[src/rtl/core/css_pkg.sv]
// css_pkg: payload types, calendar constants and month-length lookup for the
// calendar stamp successor. No dependencies; imported by every file in rtl/core.

package css_pkg;

    typedef struct packed {
        logic [63:0] candidate_stamp;
        logic [63:0] previous_stamp;
    } stamp_pair_t;

    typedef struct packed {
        logic [63:0] next_stamp;
        logic        took_candidate;
        logic [1:0]  status;
    } stamp_result_t;

    // Minute word taken apart into calendar fields, plus the remainders used
    // to rebuild the word after a month or year carry.
    typedef struct packed {
        logic [31:0] w;
        logic [19:0] ry;     // minutes into the year
        logic [15:0] rm;     // minutes into the month
        logic [3:0]  mo;     // month, 0 = January
        logic [4:0]  dq;     // day, 0 = first day
        logic [10:0] mi;     // minute of day
        logic        leap;
    } cal_fields_t;

    // register stages inside css_divide
    localparam int DIV_LAT = 6;

    localparam logic [1:0] STATUS_OK       = 2'd0;
    localparam logic [1:0] STATUS_BAD_DAY  = 2'd1;
    localparam logic [1:0] STATUS_OVERFLOW = 2'd2;

    localparam logic [19:0] MIN_PER_YEAR  = 20'd535680;
    localparam logic [15:0] MIN_PER_MONTH = 16'd44640;
    localparam logic [10:0] MIN_PER_DAY   = 11'd1440;
    localparam logic [10:0] LAST_MINUTE   = 11'd1439;
    localparam logic [13:0] BASE_YEAR     = 14'd1900;
    localparam logic [3:0]  MONTH_DEC     = 4'd11;
    localparam logic [4:0]  LEAP_DIVISOR  = 5'd25;

    // Exact reciprocals: divisor = 2^s * odd, quotient = ((n >> s) * R) >> k.
    localparam logic [25:0] RECIP_YEAR  = 26'(((64'd1 << 38) + 64'd4184) / 64'd4185);
    localparam logic [15:0] RECIP_MONTH = 16'(((64'd1 << 26) + 64'd1394) / 64'd1395);
    localparam logic [11:0] RECIP_DAY   = 12'(((64'd1 << 17) + 64'd44) / 64'd45);
    localparam logic [14:0] RECIP_25    = 15'(((64'd1 << 19) + 64'd24) / 64'd25);

    function automatic logic [4:0] month_days(input logic leap, input logic [3:0] mo);
        logic [4:0] len;
        case (mo)
            4'd1:    len = leap ? 5'd29 : 5'd28;
            4'd3:    len = 5'd30;
            4'd5:    len = 5'd30;
            4'd8:    len = 5'd30;
            4'd10:   len = 5'd30;
            default: len = 5'd31;
        endcase
        return len;
    endfunction

endpackage

[src/rtl/core/css_divide.sv]
// css_divide: six-stage pipeline that splits a minute word into year, month,
// day and minute by constant reciprocals. Depends on css_pkg.

module css_divide (
    input  logic                 clk,
    input  logic                 en,
    input  logic [31:0]          w,
    output css_pkg::cal_fields_t fields
);
    import css_pkg::*;

    // stage 1: year quotient
    logic [31:0] w1_reg;
    logic [12:0] yo1_reg, yo1_next;
    logic [50:0] prod_y;

    // stage 2: year remainder, leap divisor quotient
    logic [31:0] w2_reg;
    logic [19:0] ry2_reg, ry2_next;
    logic [13:0] y2_reg, y2_next;
    logic [9:0]  q25_reg, q25_next;
    logic [32:0] yo_scaled;
    logic [28:0] prod_25;

    // stage 3: month quotient, leap flag
    logic [31:0] w3_reg;
    logic [19:0] ry3_reg;
    logic [3:0]  mo3_reg, mo3_next;
    logic        leap3_reg, leap3_next;
    logic [30:0] prod_m;
    logic [14:0] back_25;

    // stage 4: month remainder
    logic [31:0] w4_reg;
    logic [19:0] ry4_reg;
    logic [3:0]  mo4_reg;
    logic        leap4_reg;
    logic [15:0] rm4_reg, rm4_next;
    logic [19:0] mo_scaled;

    // stage 5: day quotient
    logic [31:0] w5_reg;
    logic [19:0] ry5_reg;
    logic [3:0]  mo5_reg;
    logic        leap5_reg;
    logic [15:0] rm5_reg;
    logic [4:0]  dq5_reg, dq5_next;
    logic [22:0] prod_d;

    // stage 6: minute of day
    cal_fields_t fields_reg, fields_next;
    logic [15:0] dq_scaled;

    always_comb
    begin
        prod_y   = w[31:7] * RECIP_YEAR;
        yo1_next = prod_y[50:38];

        yo_scaled = yo1_reg * MIN_PER_YEAR;
        ry2_next  = 20'(w1_reg - yo_scaled[31:0]);
        y2_next   = 14'(yo1_reg) + BASE_YEAR;
        prod_25   = y2_next * RECIP_25;
        q25_next  = prod_25[28:19];

        prod_m   = ry2_reg[19:5] * RECIP_MONTH;
        mo3_next = prod_m[29:26];
        back_25  = q25_reg * LEAP_DIVISOR;
        // leap: divisible by 4, and not by 100 unless also by 400
        leap3_next = (y2_reg[1:0] == 2'd0)
                     && ((back_25 != 15'(y2_reg)) || (y2_reg[3:0] == 4'd0));

        mo_scaled = mo3_reg * MIN_PER_MONTH;
        rm4_next  = 16'(ry3_reg - mo_scaled);

        prod_d   = rm4_reg[15:5] * RECIP_DAY;
        dq5_next = prod_d[21:17];

        dq_scaled        = dq5_reg * MIN_PER_DAY;
        fields_next.w    = w5_reg;
        fields_next.ry   = ry5_reg;
        fields_next.rm   = rm5_reg;
        fields_next.mo   = mo5_reg;
        fields_next.dq   = dq5_reg;
        fields_next.mi   = 11'(rm5_reg - dq_scaled);
        fields_next.leap = leap5_reg;
    end

    always_ff @(posedge clk)
    begin
        if (en)
        begin
            w1_reg     <= w;
            yo1_reg    <= yo1_next;

            w2_reg     <= w1_reg;
            ry2_reg    <= ry2_next;
            y2_reg     <= y2_next;
            q25_reg    <= q25_next;

            w3_reg     <= w2_reg;
            ry3_reg    <= ry2_reg;
            mo3_reg    <= mo3_next;
            leap3_reg  <= leap3_next;

            w4_reg     <= w3_reg;
            ry4_reg    <= ry3_reg;
            mo4_reg    <= mo3_reg;
            leap4_reg  <= leap3_reg;
            rm4_reg    <= rm4_next;

            w5_reg     <= w4_reg;
            ry5_reg    <= ry4_reg;
            mo5_reg    <= mo4_reg;
            leap5_reg  <= leap4_reg;
            rm5_reg    <= rm4_reg;
            dq5_reg    <= dq5_next;

            fields_reg <= fields_next;
        end
    end

    assign fields = fields_reg;

endmodule

[src/rtl/core/calendar_stamp_successor.sv]
// calendar_stamp_successor: an accepted pair beat passes the fully pipelined
// css_divide unpack (6 stages) and the repack/output register to its result
// beat; throughput one beat per cycle while the output is not stalled.
// The whole pipe advances together: it holds while the output register is full
// and result_ready is low. rst_n (async, active low) clears all valid bits;
// payload registers are not reset. Depends on css_pkg and css_divide.

module calendar_stamp_successor (
    input  logic                   clk,
    input  logic                   rst_n,
    input  logic                   pair_valid,
    output logic                   pair_ready,
    input  css_pkg::stamp_pair_t   pair,
    output logic                   result_valid,
    input  logic                   result_ready,
    output css_pkg::stamp_result_t result
);
    import css_pkg::*;

    // Fast-path outcome that rides alongside the calendar unpack.
    typedef struct packed {
        logic        need_cal;
        logic        took;
        logic [63:0] simple;
    } side_t;

    logic                 en;
    side_t                side_next;
    side_t                side_reg [DIV_LAT];
    logic [DIV_LAT-1:0]   valid_reg;
    logic                 result_valid_reg;
    stamp_result_t        result_reg, result_next;
    cal_fields_t          fields;

    logic [4:0]  mlen;
    logic        last_min;
    logic        month_end;
    logic        bad_day;
    logic [32:0] repack;
    side_t       side_tail;

    // Advance every stage together; a full output register that is not taken
    // freezes the pipe, so nothing is dropped or repeated.
    assign en         = !result_valid_reg || result_ready;
    assign pair_ready = en;

    // Input stage: decide the cheap cases right away.
    always_comb
    begin
        side_next.took     = pair.candidate_stamp > pair.previous_stamp;
        side_next.need_cal = !side_next.took && (&pair.previous_stamp[31:0]);
        if (side_next.took)
        begin
            side_next.simple = pair.candidate_stamp;
        end
        else
        begin
            // bump the fraction without touching minutes; unused when need_cal is set
            side_next.simple = {pair.previous_stamp[63:32], pair.previous_stamp[31:0] + 32'd1};
        end
    end

    css_divide u_divide (
        .clk    (clk),
        .en     (en),
        .w      (pair.previous_stamp[63:32]),
        .fields (fields)
    );

    // Repack stage. A minute, day, month or year carry each amount to a fixed offset on
    // the word: next minute or next day is w + 1, next month is the month base
    // plus one month, next year is the year base plus one year.
    always_comb
    begin
        side_tail = side_reg[DIV_LAT-1];
        mlen      = month_days(fields.leap, fields.mo);
        last_min  = fields.mi == LAST_MINUTE;
        month_end = (fields.dq + 5'd1) == mlen;
        bad_day   = fields.dq >= mlen;

        if (!last_min || !month_end)
        begin
            repack = {1'b0, fields.w} + 33'd1;
        end
        else if (fields.mo != MONTH_DEC)
        begin
            repack = {1'b0, fields.w} - 33'(fields.rm) + 33'(MIN_PER_MONTH);
        end
        else
        begin
            repack = {1'b0, fields.w} - 33'(fields.ry) + 33'(MIN_PER_YEAR);
        end

        result_next.took_candidate = side_tail.took;
        result_next.next_stamp     = side_tail.simple;
        result_next.status         = STATUS_OK;
        if (side_tail.need_cal)
        begin
            if (bad_day)
            begin
                result_next.status     = STATUS_BAD_DAY;
                result_next.next_stamp = 64'd0;
            end
            else if (repack[32])
            begin
                result_next.status     = STATUS_OVERFLOW;
                result_next.next_stamp = 64'd0;
            end
            else
            begin
                result_next.next_stamp = {repack[31:0], 32'd0};
            end
        end
    end

    // Valid bits: cleared by reset, shifted with the data.
    always_ff @(posedge clk or negedge rst_n)
    begin
        if (!rst_n)
        begin
            valid_reg        <= '0;
            result_valid_reg <= 1'b0;
        end
        else if (en)
        begin
            valid_reg        <= {valid_reg[DIV_LAT-2:0], pair_valid};
            result_valid_reg <= valid_reg[DIV_LAT-1];
        end
    end

    // Payload: hold on stall, no reset.
    always_ff @(posedge clk)
    begin
        if (en)
        begin
            side_reg[0] <= side_next;
            for (int i = 1; i < DIV_LAT; i++)
            begin
                side_reg[i] <= side_reg[i-1];
            end
            result_reg <= result_next;
        end
    end

    assign result_valid = result_valid_reg;
    assign result       = result_reg;

endmodule

[config.mk]
export PLATFORM = sky130hd
export DESIGN_NAME = calendar_stamp_successor
export DESIGN_NICKNAME = d
export VERILOG_FILES = /design/src/rtl/core/css_pkg.sv /design/src/rtl/core/css_divide.sv /design/src/rtl/core/calendar_stamp_successor.sv
export SDC_FILE = /design/constraint.sdc
export NUM_CORES = 2
export LEC_CHECK = 0
export BUFFER_PORTS_ARGS = -buffer_cell sky130_fd_sc_hd__buf_4
export CORE_MARGIN = 1.5
export CORE_UTILIZATION = 54
export CTS_BUF_LIST = sky130_fd_sc_hd__clkbuf_16
export CTS_CLUSTER_SIZE = 8
export DETAILED_ROUTE_END_ITERATION = 8
export PLACE_DENSITY = 0.74
export SETUP_SLACK_MARGIN = 0.15
export SLEW_MARGIN = 20
export SYNTH_ARGS = -nofsm -noshare
export SYNTH_HDL_FRONTEND = slang
export SYNTH_SLANG_ARGS = --single-unit
[constraint.sdc]
create_clock -name clk -period 27.6 [get_ports clk]
set_clock_uncertainty 0.2 [all_clocks]
set_input_delay 0 -clock clk [delete_from_list [all_inputs] [get_ports clk]]
set_output_delay 0 -clock clk [all_outputs]
set_load 0.02 [all_outputs]
==> metrics.md <==
| Metric | Value |
|---|---|
| Outcome | finished, final reports clean |
| Most frequent cells after synthesis | 947 x inv_1, 826 x edfxtp_1, 808 x ha_1, 446 x fa_1, 164 x xnor2_1 |
| DR iter-0 viols | approximately 2000 |
| Setup crit start kind | flip-flop |
| DRC | 0 |
| Post-Syn Area | 55920 µm² |
| Worst Tran Pin Value | 1.066 ns |
| Slew headroom | between 20% and 30% |
| Pre-Repair DR Iteration Count | 5 |
| Synth top area cells | edfxtp_1 44%, ha_1 18%, fa_1 16% |
| Core ar. | 102200 µm² |
| CP endpoint kind | flip-flop |
| Hold Path Class | in2reg |
| Die width | around 320 µm |
| GPL Wtd Cong | ~0.94 |
| DP HPWL | about 90000 µm |
| Seq cells post-synth | 833 |
| Sequential-to-total area share from yosys stat | 44.67% |
| Initial antenna violation count | 12 |
| Routed Antenna Nets | 0 |
| Skew-Pair Late Insertion Delay | 0.68 ns |
| Unique masters post-synth | 70 |
| Top-area cell type share of the netlist area | 44.35% |
| Crit Path Class | reg2reg |
| Average cell area after synthesis | 12.97 µm² |
| Max_cap viols | 0 |
| Most frequent CP cell | inv_1 |
| Setup TNS | 0 ns |
| Total grt overflow | 0 |
| Drt wl/cell | 19.32 µm |
| Vias | about 33000 |
| Critical Path AT | 8.04 ns |
| EDFF count, synth | 826 |
| Placed insts | just under 6000 |
| Via density | 5.284 |
| Unrepaired setup endpoints after global routing | false |
| Die height | 324.8 µm |
| Root Buffer | clkbuf_16 |
| Cell taking the most area after synthesis | edfxtp_1 |
| Max Root-Sink Buffers | 3 |
| Nets | approximately 6200 |
| Period utilization | 28.38% |
| Dpl ws | between 15 and 20 ns |
| Initial core utilization | 54.73% |
| Die area | around 110000 µm² |
| I/O pin total | 201 |
| Area Overhead vs Synth | 15.16% |
| Count of final hold-check violations | 0 |
| Final WL | 120500 µm |
| Slew Viols, Final | 0 |
| CTS tree | built |
| Worst path slowest cell | fa_1 |
| Endpoints failing setup | 0 |
| Clock sink count | 833 |
| Max incr delay on CP | 0.56 ns |
| Max reg flops | around 400 |
| # rows | about 120 |
| Achievable Freq | ~0.13 GHz |
| Vias in the first global route | 34720 |
| Share of cells above drive strength 1 | 7.966% |
| Ys flop type | edfxtp_1 |
| Port Buf Inserts | 200 |
| First-pass GRT wire length | about 190000 µm |
| Post_cts resized | 0 |
| Cell with the most instances after synthesis | inv_1 |
| Final WS setup | 19.77 ns |
| H-tree depth | 3 |
| Tot GR Track Use | 23.15% |
| Synth warnings | 0 |
| CTS buffer count | between 100 and 150 |
| Largest net degree at the start of global routing | 199 |
| Syn nets | 5698 |
| CP required | 27.80 ns |
| Critical Path Fanout Max | 9 |
| Non-filler instance count after layout | 6235 |
| Utilization after layout | 63.03% |
| Mapped Cells | about 4300 |
| Final Critical Period | 7.832 ns |
| Post-synth ARST share | less than 1% |
| Reg clk slew, reported paths | ~0.050 ns |
final timing paths:
| check | depth (start not counted) | start | slack, ns | endpoint |
|---|---|---|---|---|
| min reg2reg | 0 | u_divide.w5_reg[11] | 0.18 | u_divide.fields[68] |
| max in group asynchronous | 3 | rst_n | 26.86 | valid_reg[0] |
| min in group asynchronous | 3 | rst_n | 0.10 | valid_reg[1] |
| max | 29 | u_divide.yo1_reg[2] | 19.77 | u_divide.q25_reg[9] |
| max reg2reg | 29 | u_divide.yo1_reg[2] | 19.77 | u_divide.q25_reg[9] |
| min | 2 | pair[38] | 0.03 | u_divide.w1_reg[6] |
cells by family (layout without fill, tap and decap cells):
logic type                 Yosys count  in the layout  share of synthesized area [%]
adders and majority gates         1254           1254                          34.04
buffers and inverters              974           1520                          6.622
DFF                                833            833                          44.67
and+or+nand+nor                    502            502                          4.533
AOI/OAI and AO/OA                  452            452                          5.162
xor gates and xnor gates           222            222                          3.477
muxes                               75             75                          1.497
other                                0              9                              0
area by class of cell:
class | instances | area [µm²]
Clock buffer | 114 | 2853
Clock inverter | 29 | 234.0
Inverter | 947 | 3555
Sequential cell | 833 | 24980
Fill cell | 7594 | 37780
Timing Repair Buffer | 430 | 3792
Tap cell | 1368 | 1712
Multi-Input combinational cell | 2505 | 27250
Antenna cell | 9 | 22.52
worst max-delay path, delay by kind of cell (launching register included):
family | cells | cell delay [ns]
adder cells (fa/ha/maj) | 7 | 2.90
flip-flops | 1 | 0.53
AO/OA/AOI/OAI | 8 | 2.21
XOR/XNOR | 2 | 0.43
buffers and inverters | 7 | 0.75
AND/OR/NAND/NOR | 5 | 0.53
repair_timing:
action,in CTS,in global routing
buffers inserted,0,0
hold buffers,214,0
endpoints found under the hold margin,110,0
routing by layer:
layer | up-vias | routed length [µm] | share of wire (%) | global-route usage (%)
met5 | - | 46 | 0.038 | 0
met4 | 8 | 4369 | 3.6 | 8.584
met3 | 234 | 6355 | 5.3 | 3.926
met2 | 906 | 58300 | 48 | 38.61
met1 | 16100 | 51410 | 43 | 30.48
li1 | 15700 | - | - | -
metrics by stage:
| stage | hold slack (ns) | instance area (µm²) |
|---|---|---|
| floorplan | -0.4956 | 55920 |
| global placement | -0.3853 | 59140 |
| detailed placement | -0.3843 | 59150 |
| CTS | 0.0003357 | 64380 |
| global route | 0.01180 | 64400 |
| finish | 0.02530 | 64400 |
layout by cell type, fill, tap and decap left out, drive strengths merged, types with 99 or more instances in the layout:
| cell type | n |
|---|---|
| a21oi | 130 |
| buf | 216 |
| clkbuf | 114 |
| dlygate4sd3 | 214 |
| edfxtp | 826 |
| fa | 446 |
| ha | 808 |
| inv | 969 |
| nand2 | 99 |
| nor2 | 112 |
| xnor2 | 164 |
Power is not shown: default switching activity piles up to over one toggle a cycle in this logic, so the estimate is an artifact.
